File: config.mk
export PLATFORM = sky130hd
export DESIGN_NAME = nec_ir_pulse_decoder_unit_flat
export DESIGN_NICKNAME = d
export VERILOG_FILES = /design/src/design/nir_pkg.sv /design/src/design/nir_channels.sv /design/src/design/nir_cfg_regs.sv /design/src/design/nir_decode.sv /design/src/design/nec_ir_pulse_decoder_unit.sv /design/src/flat_wrapper.sv
export VERILOG_INCLUDE_DIRS = /design/src /design/src/design
export SDC_FILE = /design/constraint.sdc
export NUM_CORES = 1
export LEC_CHECK = 0
export BUFFER_PORTS_ARGS = -buffer_cell sky130_fd_sc_hd__buf_2
export CAP_MARGIN = 10
export CELL_PAD_IN_SITES_DETAIL_PLACEMENT = 0
export CELL_PAD_IN_SITES_GLOBAL_PLACEMENT = 2
export CORE_ASPECT_RATIO = 2
export CORE_MARGIN = 1.5
export CORE_UTILIZATION = 41
export CTS_BUF_LIST = sky130_fd_sc_hd__clkbuf_4
export DETAILED_ROUTE_END_ITERATION = 8
export GPL_ROUTABILITY_DRIVEN = 0
export PLACE_DENSITY_LB_ADDON = 0.1
export SLEW_MARGIN = 20
export SYNTH_ARGS = -nofsm -noshare
export SYNTH_HDL_FRONTEND = slang
export SYNTH_HIERARCHICAL = 1
export SYNTH_SLANG_ARGS = --single-unit
File: constraint.sdc
create_clock -name clk -period 3.5 [get_ports clk]
set_clock_uncertainty 0.2 [all_clocks]
set_input_delay 0.7 -clock clk [delete_from_list [all_inputs] [get_ports clk]]
set_output_delay 0.7 -clock clk [all_outputs]
set_load 0.005 [all_outputs]
File: src/design/nec_ir_pulse_decoder_unit_defines.svh
// Assertion macros for the NEC IR pulse decoder.
// No dependencies; included by the top level only.
`ifndef NEC_IR_PULSE_DECODER_UNIT_DEFINES_SVH
`define NEC_IR_PULSE_DECODER_UNIT_DEFINES_SVH

// Same-cycle implication, disabled during reset.
`define NIR_ASSERT_IMP(label, clk, rst_n, ante, cons) \
  label: assert property (@(posedge clk) disable iff (!rst_n) (ante) |-> (cons)) \
    else $error("nir assertion failed");

// Next-cycle implication, disabled during reset.
`define NIR_ASSERT_NXT(label, clk, rst_n, ante, cons) \
  label: assert property (@(posedge clk) disable iff (!rst_n) (ante) |=> (cons)) \
    else $error("nir assertion failed");

`endif

File: src/design/nir_pkg.sv
// Types, codes and constants of the NEC IR pulse decoder.
// No dependencies.
package nir_pkg;

  localparam int MODE_W     = 2;
  localparam int WIDTH_W    = 16;
  localparam int KEY_W      = 8;
  localparam int COUNT_W    = 8;
  localparam int TICKS_W    = 4;
  localparam int WORD_W     = 32;
  localparam int NUM_REGS   = 8;
  localparam int REG_IDX_W  = 3;

  localparam logic [MODE_W-1:0] MODE_RISE = 2'd0;
  localparam logic [MODE_W-1:0] MODE_FALL = 2'd1;
  localparam logic [MODE_W-1:0] MODE_TICK = 2'd2;
  localparam logic [MODE_W-1:0] MODE_SCAN = 2'd3;

  localparam logic [REG_IDX_W-1:0] REG_ZERO_MIN   = 3'd0;
  localparam logic [REG_IDX_W-1:0] REG_ZERO_MAX   = 3'd1;
  localparam logic [REG_IDX_W-1:0] REG_ONE_MIN    = 3'd2;
  localparam logic [REG_IDX_W-1:0] REG_ONE_MAX    = 3'd3;
  localparam logic [REG_IDX_W-1:0] REG_REPEAT_MIN = 3'd4;
  localparam logic [REG_IDX_W-1:0] REG_REPEAT_MAX = 3'd5;
  localparam logic [REG_IDX_W-1:0] REG_LEADER_MIN = 3'd6;
  localparam logic [REG_IDX_W-1:0] REG_LEADER_MAX = 3'd7;

  localparam logic [WIDTH_W-1:0] RST_ZERO_MIN   = 16'd300;
  localparam logic [WIDTH_W-1:0] RST_ZERO_MAX   = 16'd800;
  localparam logic [WIDTH_W-1:0] RST_ONE_MIN    = 16'd1400;
  localparam logic [WIDTH_W-1:0] RST_ONE_MAX    = 16'd1800;
  localparam logic [WIDTH_W-1:0] RST_REPEAT_MIN = 16'd2200;
  localparam logic [WIDTH_W-1:0] RST_REPEAT_MAX = 16'd2600;
  localparam logic [WIDTH_W-1:0] RST_LEADER_MIN = 16'd4200;
  localparam logic [WIDTH_W-1:0] RST_LEADER_MAX = 16'd4700;

  localparam logic [COUNT_W-1:0] COUNT_MAX = 8'hFF;

  typedef struct packed {
    logic [WIDTH_W-1:0] zero_min;
    logic [WIDTH_W-1:0] zero_max;
    logic [WIDTH_W-1:0] one_min;
    logic [WIDTH_W-1:0] one_max;
    logic [WIDTH_W-1:0] repeat_min;
    logic [WIDTH_W-1:0] repeat_max;
    logic [WIDTH_W-1:0] leader_min;
    logic [WIDTH_W-1:0] leader_max;
  } nir_windows_t;

  typedef struct packed {
    logic [KEY_W-1:0]   key_code;
    logic [COUNT_W-1:0] press_count;
    logic               leader_active;
    logic               frame_complete;
  } nir_result_t;

  typedef struct packed {
    logic               leader;
    logic [TICKS_W-1:0] ticks;
    logic [COUNT_W-1:0] count;
  } nir_status_t;

  // Exclusive bounds on both sides.
  function automatic logic in_window(logic [WIDTH_W-1:0] w, logic [WIDTH_W-1:0] lo,
                                     logic [WIDTH_W-1:0] hi);
    return (w > lo) && (w < hi);
  endfunction

endpackage

File: src/design/nir_channels.sv
// Valid/ready channel interfaces of the NEC IR pulse decoder.
// No dependencies.
interface nir_in_if;
  logic        valid;
  logic        ready;
  logic [1:0]  mode;
  logic [15:0] pulse_width;

  modport source (output valid, output mode, output pulse_width, input ready);
  modport sink   (input valid, input mode, input pulse_width, output ready);
endinterface

interface nir_out_if;
  logic       valid;
  logic       ready;
  logic [7:0] key_code;
  logic [7:0] press_count;
  logic       leader_active;
  logic       frame_complete;

  modport source (output valid, output key_code, output press_count,
                  output leader_active, output frame_complete, input ready);
  modport sink   (input valid, input key_code, input press_count,
                  input leader_active, input frame_complete, output ready);
endinterface

File: src/design/nir_cfg_regs.sv
// Width window registers of the NEC IR pulse decoder.
// Depends on nir_pkg.
module nir_cfg_regs
  import nir_pkg::*;
(
  input  logic                 clk,
  input  logic                 rst_n,
  input  logic                 cfg_we,
  input  logic [REG_IDX_W-1:0] cfg_index,
  input  logic [WIDTH_W-1:0]   cfg_wdata,
  output nir_windows_t         windows
);

  nir_windows_t win_r;

  always_ff @(posedge clk) begin
    if (!rst_n) begin
      win_r.zero_min   <= RST_ZERO_MIN;
      win_r.zero_max   <= RST_ZERO_MAX;
      win_r.one_min    <= RST_ONE_MIN;
      win_r.one_max    <= RST_ONE_MAX;
      win_r.repeat_min <= RST_REPEAT_MIN;
      win_r.repeat_max <= RST_REPEAT_MAX;
      win_r.leader_min <= RST_LEADER_MIN;
      win_r.leader_max <= RST_LEADER_MAX;
    end else if (cfg_we) begin
      case (cfg_index)
        REG_ZERO_MIN:   win_r.zero_min   <= cfg_wdata;
        REG_ZERO_MAX:   win_r.zero_max   <= cfg_wdata;
        REG_ONE_MIN:    win_r.one_min    <= cfg_wdata;
        REG_ONE_MAX:    win_r.one_max    <= cfg_wdata;
        REG_REPEAT_MIN: win_r.repeat_min <= cfg_wdata;
        REG_REPEAT_MAX: win_r.repeat_max <= cfg_wdata;
        REG_LEADER_MIN: win_r.leader_min <= cfg_wdata;
        REG_LEADER_MAX: win_r.leader_max <= cfg_wdata;
        default: ;
      endcase
    end
  end

  assign windows = win_r;

endmodule

File: src/design/nir_decode.sv
// Decoder state and per-event update of the NEC IR pulse decoder.
// Depends on nir_pkg.
module nir_decode
  import nir_pkg::*;
#(
  parameter int REMOTE_ADDRESS = 0,
  parameter int TIMEOUT_TICKS  = 14
) (
  input  logic               clk,
  input  logic               rst_n,
  input  logic               step_en,
  input  logic [MODE_W-1:0]  mode,
  input  logic [WIDTH_W-1:0] pulse_width,
  input  nir_windows_t       windows,
  output nir_result_t        result,
  output nir_status_t        status
);

  localparam logic [KEY_W-1:0]   ADDR_ID     = KEY_W'(REMOTE_ADDRESS);
  localparam logic [TICKS_W-1:0] TIMEOUT_LIM = TICKS_W'(TIMEOUT_TICKS);

  logic [WORD_W-1:0]  shift_r, shift_nxt;
  logic               leader_r, leader_nxt;
  logic               complete_r, complete_nxt;
  logic               rise_r, rise_nxt;
  logic [TICKS_W-1:0] ticks_r, ticks_nxt;
  logic [COUNT_W-1:0] count_r, count_nxt;
  logic [KEY_W-1:0]   key;

  logic [KEY_W-1:0] addr_b, naddr_b, cmd_b, ncmd_b, scan_key;
  logic             in_zero, in_one, in_rep, in_lead;

  assign addr_b  = shift_r[7:0];
  assign naddr_b = shift_r[15:8];
  assign cmd_b   = shift_r[23:16];
  assign ncmd_b  = shift_r[31:24];
  assign scan_key = ((addr_b == ~naddr_b) && (addr_b == ADDR_ID) && (cmd_b == ~ncmd_b))
                    ? cmd_b : '0;

  assign in_zero = in_window(pulse_width, windows.zero_min, windows.zero_max);
  assign in_one  = in_window(pulse_width, windows.one_min, windows.one_max);
  assign in_rep  = in_window(pulse_width, windows.repeat_min, windows.repeat_max);
  assign in_lead = in_window(pulse_width, windows.leader_min, windows.leader_max);

  always_comb begin
    shift_nxt    = shift_r;
    leader_nxt   = leader_r;
    complete_nxt = complete_r;
    rise_nxt     = rise_r;
    ticks_nxt    = ticks_r;
    count_nxt    = count_r;
    key          = '0;
    case (mode)
      MODE_RISE: begin
        rise_nxt = 1'b1;
      end
      MODE_FALL: begin
        if (rise_r) begin
          if (leader_r) begin
            if (in_zero) begin
              shift_nxt = {1'b0, shift_r[WORD_W-1:1]};
            end else if (in_one) begin
              shift_nxt = {1'b1, shift_r[WORD_W-1:1]};
            end else if (in_rep) begin
              if (count_r != COUNT_MAX) begin
                count_nxt = count_r + 1'b1;
              end
              ticks_nxt = '0;
            end
          end else if (in_lead) begin
            leader_nxt = 1'b1;
            count_nxt  = '0;
          end
        end
        rise_nxt = 1'b0;
      end
      MODE_TICK: begin
        if (leader_r) begin
          rise_nxt = 1'b0;
          if (ticks_r == '0) begin
            complete_nxt = 1'b1;
          end
          if (ticks_r < TIMEOUT_LIM) begin
            ticks_nxt = ticks_r + 1'b1;
          end else begin
            leader_nxt = 1'b0;
            ticks_nxt  = '0;
          end
        end
      end
      MODE_SCAN: begin
        if (complete_r) begin
          key = scan_key;
          if ((scan_key == '0) || !leader_r) begin
            complete_nxt = 1'b0;
            count_nxt    = '0;
          end
        end
      end
      default: ;
    endcase
  end

  always_ff @(posedge clk) begin
    if (!rst_n) begin
      shift_r    <= '0;
      leader_r   <= 1'b0;
      complete_r <= 1'b0;
      rise_r     <= 1'b0;
      ticks_r    <= '0;
      count_r    <= '0;
    end else if (step_en) begin
      shift_r    <= shift_nxt;
      leader_r   <= leader_nxt;
      complete_r <= complete_nxt;
      rise_r     <= rise_nxt;
      ticks_r    <= ticks_nxt;
      count_r    <= count_nxt;
    end
  end

  assign result.key_code       = key;
  assign result.press_count    = count_nxt;
  assign result.leader_active  = leader_nxt;
  assign result.frame_complete = complete_nxt;

  assign status.leader = leader_r;
  assign status.ticks  = ticks_r;
  assign status.count  = count_r;

endmodule

File: src/design/nec_ir_pulse_decoder_unit.sv
// NEC IR pulse decoder, top level: input register, decoder, result register.
// Depends on nir_pkg, nir_channels, nir_cfg_regs, nir_decode and the defines header.
// Path: the input register takes a transaction, then the result register holds its result.
// Throughput: one transaction per cycle; a full input and a full result register
// stall only while the result side holds ready low.
// Reset (synchronous, rst_n low): decoder state cleared, windows back to defaults.
`include "nec_ir_pulse_decoder_unit_defines.svh"
module nec_ir_pulse_decoder_unit
  import nir_pkg::*;
#(
  parameter int REMOTE_ADDRESS = 0,
  parameter int TIMEOUT_TICKS  = 14
) (
  input  logic                 clk,
  input  logic                 rst_n,
  nir_in_if.sink               in_ch,
  nir_out_if.source            out_ch,
  input  logic                 cfg_we,
  input  logic [REG_IDX_W-1:0] cfg_index,
  input  logic [WIDTH_W-1:0]   cfg_wdata
);

  nir_windows_t windows;
  nir_result_t  result;
  nir_status_t  status;

  logic               s1_valid_r;
  logic [MODE_W-1:0]  s1_mode_r;
  logic [WIDTH_W-1:0] s1_width_r;
  logic               out_valid_r;
  nir_result_t        out_r;

  logic s2_free, advance, in_take;
  logic chk_plain, chk_idle_tick, chk_sat;

  assign s2_free = !out_valid_r || out_ch.ready;
  assign advance = s1_valid_r && s2_free;
  assign in_ch.ready = !s1_valid_r || s2_free;
  assign in_take = in_ch.valid && in_ch.ready;

  nir_cfg_regs u_cfg (
    .clk       (clk),
    .rst_n     (rst_n),
    .cfg_we    (cfg_we),
    .cfg_index (cfg_index),
    .cfg_wdata (cfg_wdata),
    .windows   (windows)
  );

  nir_decode #(
    .REMOTE_ADDRESS (REMOTE_ADDRESS),
    .TIMEOUT_TICKS  (TIMEOUT_TICKS)
  ) u_decode (
    .clk         (clk),
    .rst_n       (rst_n),
    .step_en     (advance),
    .mode        (s1_mode_r),
    .pulse_width (s1_width_r),
    .windows     (windows),
    .result      (result),
    .status      (status)
  );

  always_ff @(posedge clk) begin
    if (!rst_n) begin
      s1_valid_r <= 1'b0;
    end else if (in_ch.ready) begin
      s1_valid_r <= in_ch.valid;
    end
  end

  always_ff @(posedge clk) begin
    if (in_take) begin
      s1_mode_r  <= in_ch.mode;
      s1_width_r <= in_ch.pulse_width;
    end
  end

  always_ff @(posedge clk) begin
    if (!rst_n) begin
      out_valid_r <= 1'b0;
    end else if (s2_free) begin
      out_valid_r <= s1_valid_r;
    end
  end

  always_ff @(posedge clk) begin
    if (advance) begin
      out_r <= result;
    end
  end

  assign out_ch.valid          = out_valid_r;
  assign out_ch.key_code       = out_r.key_code;
  assign out_ch.press_count    = out_r.press_count;
  assign out_ch.leader_active  = out_r.leader_active;
  assign out_ch.frame_complete = out_r.frame_complete;

  assign chk_plain     = advance && (s1_mode_r != MODE_SCAN);
  assign chk_idle_tick = advance && (s1_mode_r == MODE_TICK) && !status.leader;
  assign chk_sat       = advance && (status.count == COUNT_MAX) && (s1_mode_r != MODE_SCAN) &&
                         ((s1_mode_r != MODE_FALL) || status.leader);

  // key only on a scan transaction
  `NIR_ASSERT_NXT(a_key_scan_only, clk, rst_n, chk_plain, out_ch.key_code == '0)
  // tick without a leader leaves the timeout counter alone
  `NIR_ASSERT_NXT(a_idle_tick, clk, rst_n, chk_idle_tick, status.ticks == $past(status.ticks))
  // a saturated count holds outside a scan
  `NIR_ASSERT_NXT(a_count_sat, clk, rst_n, chk_sat, status.count == COUNT_MAX)

endmodule
File: src/flat_wrapper.sv
// flat-port wrapper written by rule: the top's interface ports become plain ports
module nec_ir_pulse_decoder_unit_flat import nir_pkg::*;
#(
  parameter int REMOTE_ADDRESS = 0,
  parameter int TIMEOUT_TICKS  = 14
)
  (clk, rst_n, cfg_we, cfg_index, cfg_wdata, in_ch_valid, in_ch_mode, in_ch_pulse_width, in_ch_ready, out_ch_valid, out_ch_key_code, out_ch_press_count, out_ch_leader_active, out_ch_frame_complete, out_ch_ready);
  nir_in_if in_ch_i ();
  nir_out_if out_ch_i ();
  input  logic clk;
  input  logic rst_n;
  input  logic cfg_we;
  input  logic [REG_IDX_W-1:0] cfg_index;
  input  logic [WIDTH_W-1:0] cfg_wdata;
  input wire logic [$bits(in_ch_i.valid)-1:0] in_ch_valid;
  input wire logic [$bits(in_ch_i.mode)-1:0] in_ch_mode;
  input wire logic [$bits(in_ch_i.pulse_width)-1:0] in_ch_pulse_width;
  output wire logic [$bits(in_ch_i.ready)-1:0] in_ch_ready;
  output wire logic [$bits(out_ch_i.valid)-1:0] out_ch_valid;
  output wire logic [$bits(out_ch_i.key_code)-1:0] out_ch_key_code;
  output wire logic [$bits(out_ch_i.press_count)-1:0] out_ch_press_count;
  output wire logic [$bits(out_ch_i.leader_active)-1:0] out_ch_leader_active;
  output wire logic [$bits(out_ch_i.frame_complete)-1:0] out_ch_frame_complete;
  input wire logic [$bits(out_ch_i.ready)-1:0] out_ch_ready;
  assign in_ch_i.valid = in_ch_valid;
  assign in_ch_i.mode = in_ch_mode;
  assign in_ch_i.pulse_width = in_ch_pulse_width;
  assign in_ch_ready = in_ch_i.ready;
  assign out_ch_valid = out_ch_i.valid;
  assign out_ch_key_code = out_ch_i.key_code;
  assign out_ch_press_count = out_ch_i.press_count;
  assign out_ch_leader_active = out_ch_i.leader_active;
  assign out_ch_frame_complete = out_ch_i.frame_complete;
  assign out_ch_i.ready = out_ch_ready;
  nec_ir_pulse_decoder_unit #(.REMOTE_ADDRESS(REMOTE_ADDRESS), .TIMEOUT_TICKS(TIMEOUT_TICKS)) u_core (.clk(clk), .rst_n(rst_n), .in_ch(in_ch_i), .out_ch(out_ch_i), .cfg_we(cfg_we), .cfg_index(cfg_index), .cfg_wdata(cfg_wdata));
endmodule
# [Word level (Yosys, flattened, before mapping)]
# Cells that the tools add are included.
[totals] regBits=213
[op_classes] magnitude_cmp=9 bitwise_logic=2 n_reduce_logical=34 n_mux=34 add_sub_neg=2 n_eq_ne=19
[ops] op="two-way mux 8 bit" n=10
[ops] op="> comparator 16 bit" n=4
[ops] op="< comparator 16 bit" n=4
[ops] op="two-way mux 32 bit" n=2
[ops] op="two-way mux 4 bit" n=7
[ops] op="AND reduction 2 bit" n=9
[ops] op="== test 8 bit" n=2
[ops] op="logical NOT 8 bit" n=2
[ops] op="inverter 8 bit" n=2
[ops] op="case mux 8 bit (2 select lines)" n=1
[ops] op="== test 3 bit (second input constant)" n=4
[ops] op="inequality test 2 bit (second input constant)" n=6
[ops] op="two-way mux 1 bit" n=10
[ops] op="adder 8 x 1 -> 8 bit (second input constant)" n=1
[ops] op="logical AND 1 bit" n=8
[ops] op="inequality test 8 bit (second input constant)" n=1
[ops] op="case mux 4 bit (2 select lines)" n=1
[ops] op="AND reduction 8 bit" n=1
[ops] op="== test 3 x 2 -> 1 bit (second input constant)" n=2
[ops] op="AND reduction 5 bit" n=1
[ops] op="adder 4 x 1 -> 4 bit (second input constant)" n=1
[ops] op="== test 2 bit (second input constant)" n=2
[ops] op="logical NOT 4 bit" n=1
[ops] op="< comparator 4 bit (second input constant)" n=1
[ops] op="11 further kinds" n=17

# [Logic depth before layout (Yosys ltp)]
[depth] ltp_word=10 depth_mapped=12 depth_no_buf=10

# [By module]
# The synthesis kept the hierarchy.
[by_module_without_submodules] mod="nir_decode" seq_area_each_um2=940.9 cells_per_inst=730 n_inst=1 area_each_um2=5690.5
[by_module_without_submodules] mod="nir_cfg_regs" seq_area_each_um2=2562.5 cells_per_inst=457 n_inst=1 area_each_um2=4828.4
[by_module_without_submodules] mod="nec_ir_pulse_decoder_unit" seq_area_each_um2=1121.1 cells_per_inst=45 n_inst=1 area_each_um2=1184.9

# [Worst setup path before layout]
# Ideal clock, no wire load.
[synth_path] path_type="input-to-reg" startpoint="in out_ch_ready" endpoint="reg u_core.u_decode.shift_r[31]" t_arrival_ns=2.752 path_slack_ns=0.420 path_buffers=2 setup_time_ns=0.128 cell_stages=8 path_cell_list="nor2b_4 nor2b_1 inv_1 a211o_1 buf_2 buf_4 mux2i_1 nor2_1"
[synth_via] elab_chain_cells=3
[synth_rtl] element="from (decl)" line="flat_wrapper.sv:24" source="input wire logic [$bits(out_ch_i.ready)-1:0] out_ch_ready;"
[synth_rtl] element="logical OR 1 bit" line="nec_ir_pulse_decoder_unit.sv:36" source="assign s2_free = !out_valid_r || out_ch.ready;"
[synth_rtl] element="logical AND 1 bit" line="nec_ir_pulse_decoder_unit.sv:37" source="assign advance = s1_valid_r && s2_free;"
[synth_rtl] element="via u_core.advance" line="nec_ir_pulse_decoder_unit.sv:33" source="logic s2_free, advance, in_take;"
[synth_rtl] element="AND reduction 5 bit (no line)"
[synth_rtl] element="to (signal assigned)" line="nir_decode.sv:113" source="shift_r <= shift_nxt;"
[synth_rtl] element="to (decl)" line="nir_decode.sv:22" source="logic [WORD_W-1:0] shift_r, shift_nxt;"
# The timed path passes the listed nets, and every way through them passes these cells.
# A chain may end at the register's enable or synchronous reset.

==> reports/qor.yml <==
cts:
  root_buffer: "clkbuf_4"
  htree_levels: 2
  insertion_delay_ns: 0.72
  cts_buffers: 53
  cts.sinks: 213
  clk_pin_slew_ns: 0.07
  clock_path_buffers: 3
  cts_tree: "built"
worst_setup_path:
  critPathSlowestCell: "edfxtp_1"
  slowest_delay_ns: 0.54
  cp_num_buf_inv: 1
  path_max_fanout: 7
  worstPathArrival_ns: 3.71
  cp_top_family: "compound AO/OA/AOI/OAI gates"
  worstSetupPathType: "reg2reg"
  r2r_start: "u_core/s1_width_r[1]"
  crit_chain: "buf_4, ha_1, nor2b_1, o211ai_1, a2111oi_1, nor3_1, o41a_1, or2_2, o31a_4, mux2_2"
  cp.required_ns: 3.75
  startpoint: "u_core/s1_width_r[1]"
  end_kind: "flip-flop"
  reg2reg_setup_slack_ns: 0.04
  worstSetupStartpointType: "flip-flop"
  rr_endpoint: "u_core/out_ch.press_count[0]"
  reg2reg_depth: 10
timing:
  layout_min_cycle_time_ns: 3.46
  fin_ws_ns: 0.0385
  setup_viol: 0
  slew_viol_final: 0
  slew_headroom_pct: 52.1
  worstMarginPinSlew_ns: 0.711
  final.setup.tns_ns: 0
  period_share_pct: 98.9
  whs_ns: 0.0767
  timing.fmax_mhz: 289
  finalHoldViolCount: 0
finish:
  stdcell_area_um2: 13600
  syn_to_final_growth_pct: 16.0
  nNetsFinal: 1553
  num-fill-cells: 2837
  drive_gt1_share_pct: 16.3
  fin_util_pct: 48.3
worst_hold_path:
  worstHoldEndpoint: "u_core/u_cfg/windows[55]"
  hold_depth: 3
  min_path_type: "in2reg"
  hp-start: "cfg_wdata[7]"
detailed_routing:
  viasPerCell: 5.22
  wl_per_cell_um: 20.1
  totalWireLength_um: 35700
  firstDrtPassIters: 5
  vias: 9277
  drt_iter0_markers: 362
  ant_nets: 0
  drc: 0
run_status:
  outcome: "completed"
power_and_ir_drop:
  pwr-share-seq_pct: 48.8
  vdd_drop_max_v: 0.000206
  intPower_mw: 3.85
  switching_share_pct: 27.4
  p_clk_share_pct: 39.6
  switchingPower_mw: 1.45
  cellLeakagePower_nw: 6.60
  power_density_nw_per_um2: 391
  combPwrFrac_pct: 11.6
global_route:
  grt_pass1_vias: 9396
  antenna_found_initial: 1
  grt.total_usage_pct: 24.3
  overflow: 0
  grt_pass1_wl_um: 53300
  grt_max_degree: 45
floorplanning:
  core_um2: 28100
  dieArea_um2: 29600
  die_w_um: 122
  io_pins: 62
  start_util_pct: 41.6
  rows: 87
  die_y_um: 242
yosys:
  syn-num-nets: 1403
  synth_warnings: 6
  syn_area_per_cell_um2: 9.50
  syn_area_um2: 11700
  netlist_instances: 1231
place:
  placed_cell_area_um2: 12700
  pre_cts_slack_ns: 0.0473
  port_buffers: 61
  dp_hpwl_um: 27400
job:
  maxCapViolCount: 0
## how the worst max path moves through the flow
stage | end | slack [ns] | depth (start not counted)
floorplan | u_core/u_decode/shift_r[31] | 0.42 | 8
global placement | u_core/out_ch.press_count[6] | 0.1 | 11
detailed placement | u_core/out_ch.press_count[0] | 0.05 | 10
CTS | u_core/out_ch.press_count[0] | 0.02 | 10
global route | u_core/out_ch.press_count[0] | -0.05 | 10
finish | u_core/out_ch.press_count[0] | 0.04 | 10
## sequential cells by signal (all words and copies together) (netlist names)
name                          count
u_core/s1_valid_r                 1
u_core/out_ch.valid               1
u_core/out_ch.leader_active       1
u_core/u_decode/shift_r          32
u_core/u_decode/rise_r            1
u_core/u_decode/ticks_r           4
u_core/u_decode/leader_r          1
u_core/out_ch.frame_complete      1
u_core/s1_width_r                16
u_core/out_ch.key_code            8
u_core/u_decode/complete_r        1
u_core/u_cfg/windows            128
u_core/s1_mode_r                  2
u_core/out_ch.press_count         8
u_core/u_decode/count_r           8
## tightest hold or removal path, stage by stage
cell	delay, ns
buf_2	0.09
nor2b_1	0.04
mux2i_1	0.11
## layout by cell type, fill, tap and decap left out, types with 3 or more instances in the layout
| cell type | count |
|---|---|
| nor4_1 | 7 |
| nor3_1 | 5 |
| mux2i_1 | 163 |
| o211ai_1 | 8 |
| nand4_1 | 30 |
| a211o_1 | 4 |
| buf_2 | 60 |
| clkbuf_4 | 81 |
| nor2b_1 | 51 |
| a211oi_1 | 5 |
| and3_1 | 4 |
| clkinv_1 | 8 |
| dfxtp_1 | 177 |
| or3_1 | 4 |
| a41o_1 | 3 |
| dlygate4sd3_1 | 19 |
| o21ai_0 | 25 |
| nand2_1 | 147 |
| nand3_1 | 24 |
| edfxtp_1 | 36 |
| a21o_1 | 14 |
| o21a_1 | 3 |
| a221oi_1 | 4 |
| nor2_1 | 53 |
| o31ai_1 | 3 |
| a21oi_1 | 54 |
| and2_1 | 8 |
| buf_4 | 66 |
| xor2_1 | 11 |
| a31oi_1 | 15 |
| a2111oi_1 | 3 |
| nand4b_1 | 4 |
| inv_1 | 139 |
| ha_1 | 130 |
## timing repair
item,CTS,global route
resized for setup,0,7
hold buffers,19,0
setup endpoints to repair,0,29
hold endpoints to repair,19,0
buffers inserted,0,3
## power by group through the flow
stage	Clock (mW)	Combinational (mW)	Sequential, mW
floorplan	0	0.340	2.64
global placement	0	0.588	2.64
detailed placement	0	0.595	2.64
CTS	2.19	0.615	2.59
global route	2.29	0.680	2.59
finish	2.10	0.616	2.59
## per-layer routing
layer | GRT usage [%] | vias up | wire [um]
met2 | 49.0 | 186 | 20500
li1 | - | 4612 | -
met5 | 0 | - | 0
met3 | 3.44 | 79 | 1080
met4 | 12.8 | 0 | 1920
met1 | 22.2 | 4400 | 12100
## area by class of cell
class,count,area [um2],area share [%]
multi-input combinational,828,6300,46.5
timing repair buffer,146,1010,7.41
antenna,1,2.50,0.0184
tap,356,445,3.28
clock buffer,81,608,4.48
inverter,139,522,3.85
clock inverter,12,56.3,0.415
sequential,213,4620,34.1
## metrics by stage
stage | std cells | total power [mW]
floorplan | 1231 | 2.98
global placement | 1660 | 3.23
detailed placement | 1660 | 3.24
CTS | 1772 | 5.39
global route | 1776 | 5.57
finish | 1776 | 5.30
Note: power is estimated with default switching activity, not from simulation.
